## src/rtl/i2c_master_event_sequencer_assert.svh

```systemverilog
// Assertion macros used by the sequencer engine.
`ifndef I2C_MASTER_EVENT_SEQUENCER_ASSERT_SVH
`define I2C_MASTER_EVENT_SEQUENCER_ASSERT_SVH

`ifndef SYNTH

// Checks that a property holds at every clock edge outside reset.
`define I2C_MES_ASSERT(lbl, clk, rst_n, prop) \
    lbl: assert property (@(posedge clk) disable iff (!rst_n) prop) \
        else $error("i2c_mes assertion failed");

// Checks that a condition never occurs outside reset.
`define I2C_MES_ASSERT_NEVER(lbl, clk, rst_n, cond) \
    lbl: assert property (@(posedge clk) disable iff (!rst_n) !(cond)) \
        else $error("i2c_mes forbidden condition seen");

`else

`define I2C_MES_ASSERT(lbl, clk, rst_n, prop)
`define I2C_MES_ASSERT_NEVER(lbl, clk, rst_n, cond)

`endif

`endif

```

## src/rtl/i2c_mes_pkg.sv

```systemverilog
// Shared types and constants of the I2C master event sequencer.
`default_nettype none

package i2c_mes_pkg;

    // Default saturation limit for transfer lengths
    localparam longint unsigned MAX_LENGTH_DEF = 64'd65535;

    // Operation codes
    localparam logic [1:0] OP_EVENT = 2'd0;
    localparam logic [1:0] OP_WRITE = 2'd1;
    localparam logic [1:0] OP_READ  = 2'd2;

    // Transfer state codes as reported
    localparam logic [1:0] XS_READY = 2'd0;
    localparam logic [1:0] XS_WRITE = 2'd1;
    localparam logic [1:0] XS_READ  = 2'd2;

    // Notification codes
    localparam logic [1:0] NOTE_NONE       = 2'd0;
    localparam logic [1:0] NOTE_WRITE_DONE = 2'd1;
    localparam logic [1:0] NOTE_READ_DONE  = 2'd2;
    localparam logic [1:0] NOTE_STOP       = 2'd3;

    // Command or status event item
    typedef struct packed {
        logic [1:0]  operation;
        logic [6:0]  slave_address;
        logic [15:0] transfer_length;
        logic        repeat_start;
        logic        flag_start_sent;
        logic        flag_address_sent;
        logic        flag_byte_finished;
        logic        flag_tx_empty;
        logic        flag_rx_not_empty;
        logic        flag_stop_detected;
        logic        flag_master_mode;
        logic [7:0]  byte_in;
    } t_cmd;

    // Result item
    typedef struct packed {
        logic [1:0] prior_state;
        logic       data_write_valid;
        logic [7:0] data_write;
        logic       start_request;
        logic       stop_request;
        logic       ack_level;
        logic       rx_valid;
        logic [7:0] rx_data;
        logic [1:0] notify_event;
    } t_res;

endpackage

`default_nettype wire

```

## src/rtl/i2c_mes_if.sv

```systemverilog
// Handshake channel interfaces of the sequencer.
`default_nettype none

// Command / status event channel
interface i2c_mes_cmd_if;
    logic               valid;
    logic               ready;
    i2c_mes_pkg::t_cmd  payload;
    modport source (output valid, output payload, input ready);
    modport sink   (input valid, input payload, output ready);
endinterface

// Result channel
interface i2c_mes_res_if;
    logic               valid;
    logic               ready;
    i2c_mes_pkg::t_res  payload;
    modport source (output valid, output payload, input ready);
    modport sink   (input valid, input payload, output ready);
endinterface

// Configuration write channel (ack_after_transfer)
interface i2c_mes_cfg_if;
    logic valid;
    logic ready;
    logic data;
    modport source (output valid, output data, input ready);
    modport sink   (input valid, input data, output ready);
endinterface

`default_nettype wire

```

## src/rtl/i2c_master_event_sequencer.sv

```systemverilog
// Top level of the interrupt-driven I2C master transfer sequencer.
// Each command or status event passes an input register, combinational decision logic
// against the transfer state, and a result register: one result per item, and one
// item accepted per clock as long as the result side takes results. While a finished
// result waits, the input register holds one more item and then the input stalls;
// input ready follows result ready within the same cycle. The ack_after_transfer
// register may be written any time the block is idle and resets to 1.
`default_nettype none

module i2c_master_event_sequencer #(
    parameter longint unsigned MAX_LENGTH = i2c_mes_pkg::MAX_LENGTH_DEF
) (
    input  wire logic     i_clk,
    input  wire logic     i_rst_n,
    i2c_mes_cmd_if.sink   i_cmd,
    i2c_mes_cfg_if.sink   i_cfg,
    i2c_mes_res_if.source o_res
);

    logic              stg_valid;
    i2c_mes_pkg::t_cmd stg_cmd;
    logic              out_free;
    logic              fire;
    i2c_mes_pkg::t_res dec_res;

    // Configuration register is always writable
    assign i_cfg.ready = 1'b1;

    // Item moves from input register to result register
    assign fire = stg_valid && out_free;

    i2c_mes_in_stage u_in_stage (
        .i_clk   (i_clk),
        .i_rst_n (i_rst_n),
        .i_valid (i_cmd.valid),
        .o_ready (i_cmd.ready),
        .i_cmd   (i_cmd.payload),
        .i_take  (fire),
        .o_valid (stg_valid),
        .o_cmd   (stg_cmd)
    );

    i2c_mes_engine #(
        .MAX_LENGTH (MAX_LENGTH)
    ) u_engine (
        .i_clk     (i_clk),
        .i_rst_n   (i_rst_n),
        .i_fire    (fire),
        .i_cmd     (stg_cmd),
        .i_cfg_we  (i_cfg.valid),
        .i_cfg_ack (i_cfg.data),
        .o_res     (dec_res)
    );

    i2c_mes_out_stage u_out_stage (
        .i_clk   (i_clk),
        .i_rst_n (i_rst_n),
        .i_load  (fire),
        .i_res   (dec_res),
        .o_free  (out_free),
        .o_res   (o_res)
    );

endmodule

`default_nettype wire

```

## src/rtl/i2c_mes_in_stage.sv

```systemverilog
// Input register holding one accepted command or event.
`default_nettype none

module i2c_mes_in_stage (
    input  wire logic              i_clk,
    input  wire logic              i_rst_n,
    input  wire logic              i_valid,
    output logic                   o_ready,
    input  wire i2c_mes_pkg::t_cmd i_cmd,
    input  wire logic              i_take,
    output logic                   o_valid,
    output i2c_mes_pkg::t_cmd      o_cmd
);

    logic              r_valid;
    i2c_mes_pkg::t_cmd r_cmd;

    // Refill in the same cycle the held item moves on
    assign o_ready = !r_valid || i_take;
    assign o_valid = r_valid;
    assign o_cmd   = r_cmd;

    always_ff @(posedge i_clk) begin
        if (!i_rst_n) begin
            r_valid <= 1'b0;
        end else if (o_ready) begin
            r_valid <= i_valid;
        end
    end

    // Payload, no reset
    always_ff @(posedge i_clk) begin
        if (o_ready && i_valid) begin
            r_cmd <= i_cmd;
        end
    end

endmodule

`default_nettype wire

```

## src/rtl/i2c_mes_engine.sv

```systemverilog
// Transfer state and the per-item decision logic of the sequencer.
`default_nettype none

`include "i2c_master_event_sequencer_assert.svh"

module i2c_mes_engine #(
    parameter longint unsigned MAX_LENGTH = i2c_mes_pkg::MAX_LENGTH_DEF
) (
    input  wire logic              i_clk,
    input  wire logic              i_rst_n,
    input  wire logic              i_fire,
    input  wire i2c_mes_pkg::t_cmd i_cmd,
    input  wire logic              i_cfg_we,
    input  wire logic              i_cfg_ack,
    output i2c_mes_pkg::t_res      o_res
);

    // Counters never hold more than the saturation limit
    localparam int CNT_W = (MAX_LENGTH >= 64'd65535) ? 16 : $clog2(MAX_LENGTH + 64'd1);

    typedef enum logic [1:0] {
        ST_READY = i2c_mes_pkg::XS_READY,
        ST_WRITE = i2c_mes_pkg::XS_WRITE,
        ST_READ  = i2c_mes_pkg::XS_READ
    } t_xfer_state;

    t_xfer_state        r_state, n_state;
    logic [CNT_W-1:0]   r_send, n_send;
    logic [CNT_W-1:0]   r_recv, n_recv;
    logic [6:0]         r_addr, n_addr;
    logic               r_hold, n_hold;
    logic               r_evt_irq, n_evt_irq;
    logic               r_buf_irq, n_buf_irq;
    logic               r_ack, n_ack;
    logic               r_ack_cfg;
    i2c_mes_pkg::t_res  n_res;

    logic [CNT_W-1:0]   len_sat;
    logic [1:0]         done_note;
    logic               stop_note;

    // Length saturation for start commands
    always_comb begin
        if (64'(i_cmd.transfer_length) > MAX_LENGTH) begin
            len_sat = CNT_W'(MAX_LENGTH);
        end else begin
            len_sat = CNT_W'(i_cmd.transfer_length);
        end
    end

    // Handlers applied in order on the running state
    always_comb begin
        n_state   = r_state;
        n_send    = r_send;
        n_recv    = r_recv;
        n_addr    = r_addr;
        n_hold    = r_hold;
        n_evt_irq = r_evt_irq;
        n_buf_irq = r_buf_irq;
        n_ack     = r_ack;
        n_res     = '0;
        done_note = i2c_mes_pkg::NOTE_NONE;
        stop_note = 1'b0;
        n_res.prior_state = r_state;

        case (i_cmd.operation)
            i2c_mes_pkg::OP_WRITE, i2c_mes_pkg::OP_READ: begin
                if (r_state == ST_READY) begin
                    if (i_cmd.operation == i2c_mes_pkg::OP_WRITE) begin
                        n_send  = len_sat;
                        n_state = ST_WRITE;
                    end else begin
                        n_recv  = len_sat;
                        n_state = ST_READ;
                    end
                    n_addr              = i_cmd.slave_address;
                    n_hold              = i_cmd.repeat_start;
                    n_res.start_request = 1'b1;
                    n_evt_irq           = 1'b1;
                    n_buf_irq           = 1'b1;
                end
            end
            i2c_mes_pkg::OP_EVENT: begin
                // Start sent: address byte with direction bit
                if (r_evt_irq && i_cmd.flag_start_sent) begin
                    if (n_state == ST_READ) begin
                        n_res.data_write_valid = 1'b1;
                        n_res.data_write       = {r_addr, 1'b1};
                    end else if (n_state == ST_WRITE) begin
                        n_res.data_write_valid = 1'b1;
                        n_res.data_write       = {r_addr, 1'b0};
                    end
                end
                // Address sent on a one-byte read: NACK the only byte
                if (r_evt_irq && i_cmd.flag_address_sent && i_cmd.flag_master_mode &&
                    n_state == ST_READ && 32'(n_recv) == 32'd1) begin
                    n_ack = 1'b0;
                end
                // Byte finished with nothing left: close the write
                if (r_evt_irq && i_cmd.flag_byte_finished && n_state == ST_WRITE &&
                    i_cmd.flag_tx_empty && n_send == '0) begin
                    if (!r_hold) begin
                        n_res.stop_request = 1'b1;
                    end
                    n_evt_irq = 1'b0;
                    n_buf_irq = 1'b0;
                    n_state   = ST_READY;
                    n_send    = '0;
                    done_note = i2c_mes_pkg::NOTE_WRITE_DONE;
                end
                if (r_evt_irq && i_cmd.flag_stop_detected) begin
                    stop_note = 1'b1;
                end
                // Transmit empty: send the next byte
                if (r_evt_irq && r_buf_irq && i_cmd.flag_tx_empty && i_cmd.flag_master_mode &&
                    n_state == ST_WRITE && n_send != '0) begin
                    n_res.data_write_valid = 1'b1;
                    n_res.data_write       = i_cmd.byte_in;
                    n_send                 = n_send - CNT_W'(1);
                end
                // Receive not empty: store byte, close the read at zero
                if (r_evt_irq && r_buf_irq && i_cmd.flag_rx_not_empty &&
                    i_cmd.flag_master_mode && n_state == ST_READ) begin
                    if (n_recv != '0) begin
                        if (32'(n_recv) == 32'd2) begin
                            n_ack = 1'b0;
                        end
                        n_res.rx_valid = 1'b1;
                        n_res.rx_data  = i_cmd.byte_in;
                        n_recv         = n_recv - CNT_W'(1);
                    end
                    if (n_recv == '0) begin
                        if (!r_hold) begin
                            n_res.stop_request = 1'b1;
                        end
                        n_evt_irq = 1'b0;
                        n_buf_irq = 1'b0;
                        n_state   = ST_READY;
                        n_ack     = r_ack_cfg;
                        done_note = i2c_mes_pkg::NOTE_READ_DONE;
                    end
                end
            end
            default: begin
                // unused operation code: no change
            end
        endcase

        // A done notice outranks stop detection
        if (done_note != i2c_mes_pkg::NOTE_NONE) begin
            n_res.notify_event = done_note;
        end else if (stop_note) begin
            n_res.notify_event = i2c_mes_pkg::NOTE_STOP;
        end else begin
            n_res.notify_event = i2c_mes_pkg::NOTE_NONE;
        end
        n_res.ack_level = n_ack;
    end

    assign o_res = n_res;

    // State registers, updated once per transfer into the result stage; ack config on each config write
    always_ff @(posedge i_clk) begin
        if (!i_rst_n) begin
            r_state   <= ST_READY;
            r_send    <= '0;
            r_recv    <= '0;
            r_addr    <= '0;
            r_hold    <= 1'b0;
            r_evt_irq <= 1'b0;
            r_buf_irq <= 1'b0;
            r_ack     <= 1'b1;
            r_ack_cfg <= 1'b1;
        end else begin
            if (i_cfg_we) begin
                r_ack_cfg <= i_cfg_ack;
            end
            if (i_fire) begin
                r_state   <= n_state;
                r_send    <= n_send;
                r_recv    <= n_recv;
                r_addr    <= n_addr;
                r_hold    <= n_hold;
                r_evt_irq <= n_evt_irq;
                r_buf_irq <= n_buf_irq;
                r_ack     <= n_ack;
            end
        end
    end

    // Interrupt enables track the busy state
    `I2C_MES_ASSERT(a_irq_busy, i_clk, i_rst_n, (r_evt_irq == r_buf_irq) && (r_evt_irq == (r_state != ST_READY)))
    // An accepted start leaves the sequencer busy
    `I2C_MES_ASSERT(a_start_busy, i_clk, i_rst_n, (i_fire && n_res.start_request) |=> (r_state != ST_READY))
    // A done notice returns the sequencer to ready
    `I2C_MES_ASSERT(a_done_ready, i_clk, i_rst_n, (i_fire && (n_res.notify_event == i2c_mes_pkg::NOTE_WRITE_DONE || n_res.notify_event == i2c_mes_pkg::NOTE_READ_DONE)) |=> (r_state == ST_READY))
    // Without a transfer the counters and the ack level hold
    `I2C_MES_ASSERT(a_hold_idle, i_clk, i_rst_n, !i_fire |=> ($stable(r_send) && $stable(r_recv) && $stable(r_ack)))
    // A start and a stop never leave in the same result
    `I2C_MES_ASSERT_NEVER(a_start_stop, i_clk, i_rst_n, i_fire && n_res.start_request && n_res.stop_request)

endmodule

`default_nettype wire

```

## src/rtl/i2c_mes_out_stage.sv

```systemverilog
// Result register driving the output channel.
`default_nettype none

module i2c_mes_out_stage (
    input  wire logic              i_clk,
    input  wire logic              i_rst_n,
    input  wire logic              i_load,
    input  wire i2c_mes_pkg::t_res i_res,
    output logic                   o_free,
    i2c_mes_res_if.source          o_res
);

    logic              r_valid;
    i2c_mes_pkg::t_res r_res;

    // Room when empty or the held result leaves this cycle
    assign o_free        = !r_valid || o_res.ready;
    assign o_res.valid   = r_valid;
    assign o_res.payload = r_res;

    always_ff @(posedge i_clk) begin
        if (!i_rst_n) begin
            r_valid <= 1'b0;
        end else if (o_free) begin
            r_valid <= i_load;
        end
    end

    // Payload, no reset
    always_ff @(posedge i_clk) begin
        if (i_load) begin
            r_res <= i_res;
        end
    end

endmodule

`default_nettype wire

```

## src/flat_wrapper.sv

```systemverilog
// flat-port wrapper written by rule: the top's interface ports become plain ports
module i2c_master_event_sequencer_flat 
#(
    parameter longint unsigned MAX_LENGTH = i2c_mes_pkg::MAX_LENGTH_DEF
)
  (i_clk, i_rst_n, i_cmd_valid, i_cmd_payload, i_cmd_ready, i_cfg_valid, i_cfg_data, i_cfg_ready, o_res_valid, o_res_payload, o_res_ready);
  i2c_mes_cmd_if i_cmd_i ();
  i2c_mes_cfg_if i_cfg_i ();
  i2c_mes_res_if o_res_i ();
  input  wire logic i_clk;
  input  wire logic i_rst_n;
  input wire logic [$bits(i_cmd_i.valid)-1:0] i_cmd_valid;
  input wire logic [$bits(i_cmd_i.payload)-1:0] i_cmd_payload;
  output wire logic [$bits(i_cmd_i.ready)-1:0] i_cmd_ready;
  input wire logic [$bits(i_cfg_i.valid)-1:0] i_cfg_valid;
  input wire logic [$bits(i_cfg_i.data)-1:0] i_cfg_data;
  output wire logic [$bits(i_cfg_i.ready)-1:0] i_cfg_ready;
  output wire logic [$bits(o_res_i.valid)-1:0] o_res_valid;
  output wire logic [$bits(o_res_i.payload)-1:0] o_res_payload;
  input wire logic [$bits(o_res_i.ready)-1:0] o_res_ready;
  assign i_cmd_i.valid = i_cmd_valid;
  assign i_cmd_i.payload = i_cmd_payload;
  assign i_cmd_ready = i_cmd_i.ready;
  assign i_cfg_i.valid = i_cfg_valid;
  assign i_cfg_i.data = i_cfg_data;
  assign i_cfg_ready = i_cfg_i.ready;
  assign o_res_valid = o_res_i.valid;
  assign o_res_payload = o_res_i.payload;
  assign o_res_i.ready = o_res_ready;
  i2c_master_event_sequencer #(.MAX_LENGTH(MAX_LENGTH)) u_core (.i_clk(i_clk), .i_rst_n(i_rst_n), .i_cmd(i_cmd_i), .i_cfg(i_cfg_i), .o_res(o_res_i));
endmodule
```

## config.mk

```make
export PLATFORM = sky130hd
export DESIGN_NAME = i2c_master_event_sequencer_flat
export DESIGN_NICKNAME = d
export VERILOG_FILES = /design/src/rtl/i2c_mes_pkg.sv /design/src/rtl/i2c_mes_if.sv /design/src/rtl/i2c_master_event_sequencer.sv /design/src/rtl/i2c_mes_in_stage.sv /design/src/rtl/i2c_mes_engine.sv /design/src/rtl/i2c_mes_out_stage.sv /design/src/flat_wrapper.sv
export VERILOG_INCLUDE_DIRS = /design/src /design/src/rtl
export SDC_FILE = /design/constraint.sdc
export NUM_CORES = 1
export LEC_CHECK = 0
export BUFFER_PORTS_ARGS = -buffer_cell sky130_fd_sc_hd__buf_2
export CAP_MARGIN = 20
export CORE_MARGIN = 5
export CORE_UTILIZATION = 40
export CTS_CLUSTER_SIZE = 12
export DETAILED_ROUTE_END_ITERATION = 12
export HOLD_SLACK_MARGIN = 0.15
export PLACE_DENSITY = 0.62
export SLEW_MARGIN = 20
export SYNTH_ARGS = -nofsm -noshare
export SYNTH_HDL_FRONTEND = slang
export SYNTH_SLANG_ARGS = --single-unit
```

## constraint.sdc

```tcl
create_clock -name i_clk -period 3.4 [get_ports i_clk]
set_input_delay 0.68 -clock i_clk [delete_from_list [all_inputs] [get_ports i_clk]]
set_output_delay 0.68 -clock i_clk [all_outputs]
set_load 0.05 [all_outputs]
```

; ---- After elaboration in Yosys (flattened, before gate mapping)
; Cells that the tools add are included.
[op_classes]
n_addsub = 2
eq_ne = 12
n_mux = 54
n_reduce_logical = 39
[op_table]
columns = operator, n
row1 = $mux W16, 11
row2 = $pmux W16 S2, 2
row3 = $mux W9, 5
row4 = $logic_not A16 Y1, 2
row5 = $reduce_bool A16 Y1, 2
row6 = $sub A16 B1 Y16 const B, 2
row7 = $mux W1, 22
row8 = $mux W2, 11
row9 = $logic_and A1 B1 Y1, 20
row10 = $eq A16 B1 Y1 const B, 1
row11 = $eq A16 B2 Y1 const B, 1
row12 = $reduce_and A3 Y1, 3
row13 = $ne A2 B2 Y1 const B, 4
row14 = $eq A2 B1 Y1 const B, 3
row15 = $eq A2 B2 Y1 const B, 3
row16 = $reduce_and A5 Y1, 1
row17 = $logic_not A2 Y1, 2
row18 = $pmux W1 S2, 2
row19 = $pmux W2 S2, 1
row20 = $reduce_and A4 Y1, 1
row21 = $reduce_bool A2 Y1, 2
row22 = $logic_not A1 Y1, 2
row23 = $logic_or A1 B1 Y1, 2
row24 = $reduce_and A2 Y1, 1
row25 = $reduce_or A2 Y1, 1
[totals]
reg_bits = 114
inputBits = 47
output_inout_bits = 28
wordCells = 139

; ---- Longest topological paths before layout
[logic_depth]
depth_word = 16
ltp_mapped = 11
mapped_depth_nobuf = 9

; ---- Modules after synthesis
; Synthesis repeated with hierarchy kept, for this count alone.
[unflattened]
hier_cells = 512
area_unflattened_um2 = 5363.9
[modules_own_cells]
columns = mod, instances, cells_per_inst, area_per_inst_um2, seq_area_each_um2
row1 = i2c_mes_engine, 1, 434, 3258.1, 920.9
row2 = i2c_mes_in_stage, 1, 46, 1288.7, 1251.2
row3 = i2c_mes_out_stage, 1, 29, 799.5, 770.7
row4 = i2c_master_event_sequencer, 1, 3, 17.5, 0.0

; ---- Worst setup path before layout
; OpenSTA, ideal clock, no wires.
[synth_path]
kind = in2reg
start = in o_res_ready
end = reg u_core.u_engine.r_recv[14]
setup_ns = 0.119
arrival_ns = 3.009
required_ns = 3.281
path_slack_ns = 0.272
cell_stages = 8
path_cell_list = nor2b_1 -> nor2b_1 -> clkbuf_1 -> o21ai_0 -> a211o_1 -> buf_4 -> buf_4 -> o221a_2
[synth_between]
elab_chain_len = 3
[synth_rtl]
columns = item, line_no
row1 = "start, declared", flat_wrapper.sv:20  ; input wire logic [$bits(o_res_i.ready)-1:0] o_res_ready;
row2 = $logic_or A1 B1 Y1, i2c_mes_out_stage.sv:17  ; assign o_free = !r_valid || o_res.ready;
row3 = $logic_and A1 B1 Y1, i2c_master_event_sequencer.sv:30  ; assign fire = stg_valid && out_free;
row4 = named net u_core.fire, i2c_master_event_sequencer.sv:23  ; logic fire;
row5 = $reduce_and A5 Y1 (no line), --
row6 = "end signal, assigned", i2c_mes_engine.sv:181  ; r_recv <= n_recv;
row7 = "end, declared", i2c_mes_engine.sv:29  ; logic [CNT_W-1:0] r_recv, n_recv;
; The timed path passes the listed nets, and every way through them passes these cells.
; A chain may end at the register's enable or synchronous reset.

; ---- Worst setup path in the final report
[layout_path]
start = reg u_core.u_engine.r_recv[0]
end = reg u_core.u_engine.r_buf_irq
[layout_between]
elab_chain_len = 8
elab_cells_between_ends = 9
[layout_rtl]
columns = item, line_no
row1 = $sub A16 B1 Y16 / $reduce_bool A16 Y1 (equally long branches), "i2c_mes_engine.sv:130, i2c_mes_engine.sv:124"
row2 = $mux W16 (*), i2c_mes_engine.sv:124  ; if (n_recv != '0) begin
row3 = $mux W16 (*), i2c_mes_engine.sv:122  ; if (r_evt_irq && r_buf_irq && i_cmd.flag_rx_not_empty &&
row4 = $mux W16 (*), i2c_mes_engine.sv:66  ; case (i_cmd.operation)
row5 = $logic_not A16 Y1 (*), i2c_mes_engine.sv:132  ; if (n_recv == '0) begin
row6 = $mux W1 (*), i2c_mes_engine.sv:132
row7 = $mux W1 (*), i2c_mes_engine.sv:122
row8 = $pmux W1 S2 (*), i2c_mes_engine.sv:66
row9 = "end signal, assigned", i2c_mes_engine.sv:185  ; r_buf_irq <= n_buf_irq;
row10 = "end, declared", i2c_mes_engine.sv:33  ; logic r_buf_irq, n_buf_irq;
; Every way passes the cells marked *; elsewhere a longest branch is shown, timed or not. The select of a mux whose other input is x is not followed.

==> summary.md <==
| Metric | Value |
|---|---|
| Status | `finished, final reports clean` |
| Setup Fix Bufs, Post-CTS | `0` |
| Root Driver | `clkbuf_16` |
| Final wirelength | `approximately 14 mm` |
| FF+latch count, synth | `approximately 110` |
| FMAX | `between 0.3 and 0.4 GHz` |
| Gate Count Post-Synth | `approximately 560` |
| Detail Route Antenna Nets | `0` |
| Largest net degree at the start of global routing | `48` |
| Gpl congestion | `0.9147` |
| Worst path max stage delay | `590 ps` |
| Htree depth | `4` |
| Max_cap viols | `0` |
| Post-synth top flop | `edfxtp_1` |
| Fraction of layout cells with a size suffix above 1 | `0.2028` |
| Placed inst area | `about 0.006 mm²` |
| Nets | `between 600 and 700` |
| Leakage power | `0.002406 µW` |
| Vias per std cell | `roughly 5.6` |
| Final Setup Violations | `0` |
| PortBufs | `73` |
| DR DRC count | `0` |
| Peak VDD IR | `349.7 µV` |
| Detailed Route Iter0 Violations | `~440` |
| Grt ovf | `0` |
| Final Hold Vio Count | `0` |
| CP required | `~3700 ps` |
| RSZ-0062 raised after global routing | `false` |
| Top Ports | `75` |
| Worst setup SP type | `flip-flop` |
| Number of cell rows | `42` |
| Power density over the cells | `around 550 mW/mm²` |
| Cell Area, Synth | `about 0.0055 mm²` |
| Number of global-route vias before repair | `between 4k and 5k` |
| Critical path type | `flip-flop to flip-flop` |
| Slew @ Worst Pin | `994.1 ps` |
| Filler Cell Count | `roughly 1.3k` |
| Hold-fix buffers, CTS | `0` |
| Syn. warnings | `0` |
| Initial core utilization | `0.4124` |
| Die area | `between 0.015 and 0.02 mm²` |
| Final Cell Area | `0.006551 mm²` |
| Critical path peak fanout | `7` |
| CORE AREA | `~0.013 mm²` |
| Antenna cells | `0` |
| Slowest cell on the critical path | `a2111oi_0` |
| Mean Syn Cell Area | `about 9.8 µm²` |
| WHS | `between 400 and 500 ps` |
| Final core occ | `0.4908` |
| Avg WL per Cell | `about 17 µm` |
| Hold Path Class | `primary input to flip-flop` |
| Crit-path cells | `inv_1 -> ha_1 -> nor3b_1 -> a31oi_1 -> a2111oi_0 -> o21ai_1 -> nor4_2 -> o2111a_1 -> nor2_1` |
| CTS tree | `done` |
| EDFF count, synth | `between 60 and 70` |
| Syn Nets | `616` |
| Sequential share of the synthesized area | `0.5345` |
| Maximum clock path buffer count | `2` |
| Worst slew margin | `0.3373` |
| Dpl hpwl | `~10 mm` |
| FFs w/ async S/R, synth | `0` |
| Crit path DAT | `between 3000 and 4000 ps` |
| Worst-case clock skew | `a little under 9 ps` |
| Sink Count | `114` |
| Number of antenna violations at the first check in global routing | `0` |
| Fin crit share | `0.8568` |
| First-pass GRT wire length | `around 22 mm` |
| Via count | `between 4k and 5k` |
| Worst skew pair latency | `about 410 ps` |
| Die Width | `roughly 130 µm` |
| Cell variety after synth | `about 70` |
| Drt pass-1 iters | `5` |
| Tmin final | `~2900 ps` |
| Setup TNS | `0 ps` |
| Clock Pin Slew Worst Setup and Hold Paths | `approximately 50 ps` |
| Num CTS Buffers | `17` |
| CTS resizes | `0` |
| Die height | `127.3 µm` |
| Max Slew Vio Count | `0` |
| Gr usage total | `0.1733` |
| CP Capture Type | `flip-flop` |
| Syn-to-layout area delta | `19.00%` |
==> Yosys cell counts (15+ instances only) <==
cell | number | area (µm²)
clkbuf_1 | 28 | 105.1
nor3_1 | 23 | 115.1
and2_1 | 16 | 100.1
a21oi_1 | 34 | 170.2
edfxtp_1 | 66 | 1982
dfxtp_1 | 48 | 960.9
nand3_1 | 28 | 140.1
nor2_1 | 39 | 146.4
nand2_1 | 54 | 202.7
a21boi_0 | 15 | 112.6
o21ai_0 | 36 | 180.2
==> cell families (layout without fill, tap and decap cells) <==
kind of cell / Yosys count / after routing / share of synthesized area
simple gates: 234 / 234 / 0.2236
compound gates: 148 / 148 / 0.1752
flops: 114 / 114 / 0.5345
buf+inv: 48 / 125 / 0.03523
fa+ha+maj: 10 / 10 / 0.02273
mux: 3 / 3 / 0.006363
other cells: 1 / 1 / 0.0006812
xor+xnor: 1 / 1 / 0.001591
==> metrics by stage <==
step | setup WS [ps] | cells | power, µW
final | 486.9 | 812 | 3630
after global routing | 146.0 | 812 | 3782
after CTS | 534.3 | 812 | 3660
after detailed placement | 556.2 | 781 | 2047
after global placement | 610.8 | 781 | 2042
after floorplan | 271.9 | 559 | 1914
==> cell usage in the layout, fill, tap and decap left out, types with 17 or more instances in the layout <==
| cell | n |
|---|---|
| dfxtp_1 | 48 |
| nand2_1 | 54 |
| nor2_1 | 39 |
| buf_2 | 73 |
| a21oi_1 | 34 |
| clkbuf_16 | 17 |
| edfxtp_1 | 66 |
| o21ai_0 | 36 |
| nor3_1 | 23 |
| nand3_1 | 28 |
==> critical path: cells and delay by family (launching register included) <==
family,cells,cell delay [ps]
compound gates,4,1170
buf+inv,1,130
fa+ha+maj,1,270
simple gates,3,870
flops,1,360
==> metal layers <==
layer  share of wire  global-route usage  vias up
li1                -                   -     2216
met3           0.057             0.03756       20
met5               0                   0        -
met2            0.45              0.2539      168
met4           0.022             0.07571        0
met1            0.47              0.2465     2153
==> worst paths after layout <==
kind,start,end,slack [ps],depth (start not counted)
max,u_core.u_engine.r_recv[0],u_core.u_engine.r_buf_irq,490,9
min reg2reg,u_core.u_engine.r_addr[2],u_core.u_engine.r_addr[2],460,2
max reg2reg,u_core.u_engine.r_recv[0],u_core.u_engine.r_buf_irq,490,9
min,i_cmd_payload[15],u_core.u_in_stage.o_cmd[15],440,1
==> power by group <==
part	internal, µW	leakage, µW	switching, µW	total, µW
clock network	1010	0.000256	592	1600
registers	1530	0.00102	44.0	1570
logic	151	0.00113	303	454
total	2690	0.00241	939	3630
==> area by class of cell <==
| type | instances | area (µm²) | share of cell area |
|---|---|---|---|
| clock buffer | 21 | 450.4 | 0.06875 |
| clock inverter | 10 | 88.84 | 0.01356 |
| inverter | 13 | 48.80 | 0.007448 |
| multi-input combinational | 397 | 2375 | 0.3625 |
| sequential | 114 | 2943 | 0.4492 |
| tap | 176 | 220.2 | 0.03361 |
| timing repair buffer | 81 | 425.4 | 0.06494 |
==> state kept, by name, indices dropped and copies added, names as in the netlist <==
| signal | count |
|---|---|
| u_core.u_engine.r_buf_irq | 1 |
| u_core.u_engine.r_send | 16 |
| u_core.u_in_stage.o_cmd | 41 |
| u_core.u_in_stage.o_valid | 1 |
| u_core.u_engine.r_ack | 1 |
| u_core.u_out_stage.o_res.payload | 25 |
| u_core.u_engine.r_ack_cfg | 1 |
| u_core.u_engine.r_hold | 1 |
| u_core.u_out_stage.o_res.valid | 1 |
| u_core.u_engine.r_state | 2 |
| u_core.u_engine.r_evt_irq | 1 |
| u_core.u_engine.r_addr | 7 |
| u_core.u_engine.r_recv | 16 |
Note: power is estimated with default switching activity, not from simulation.
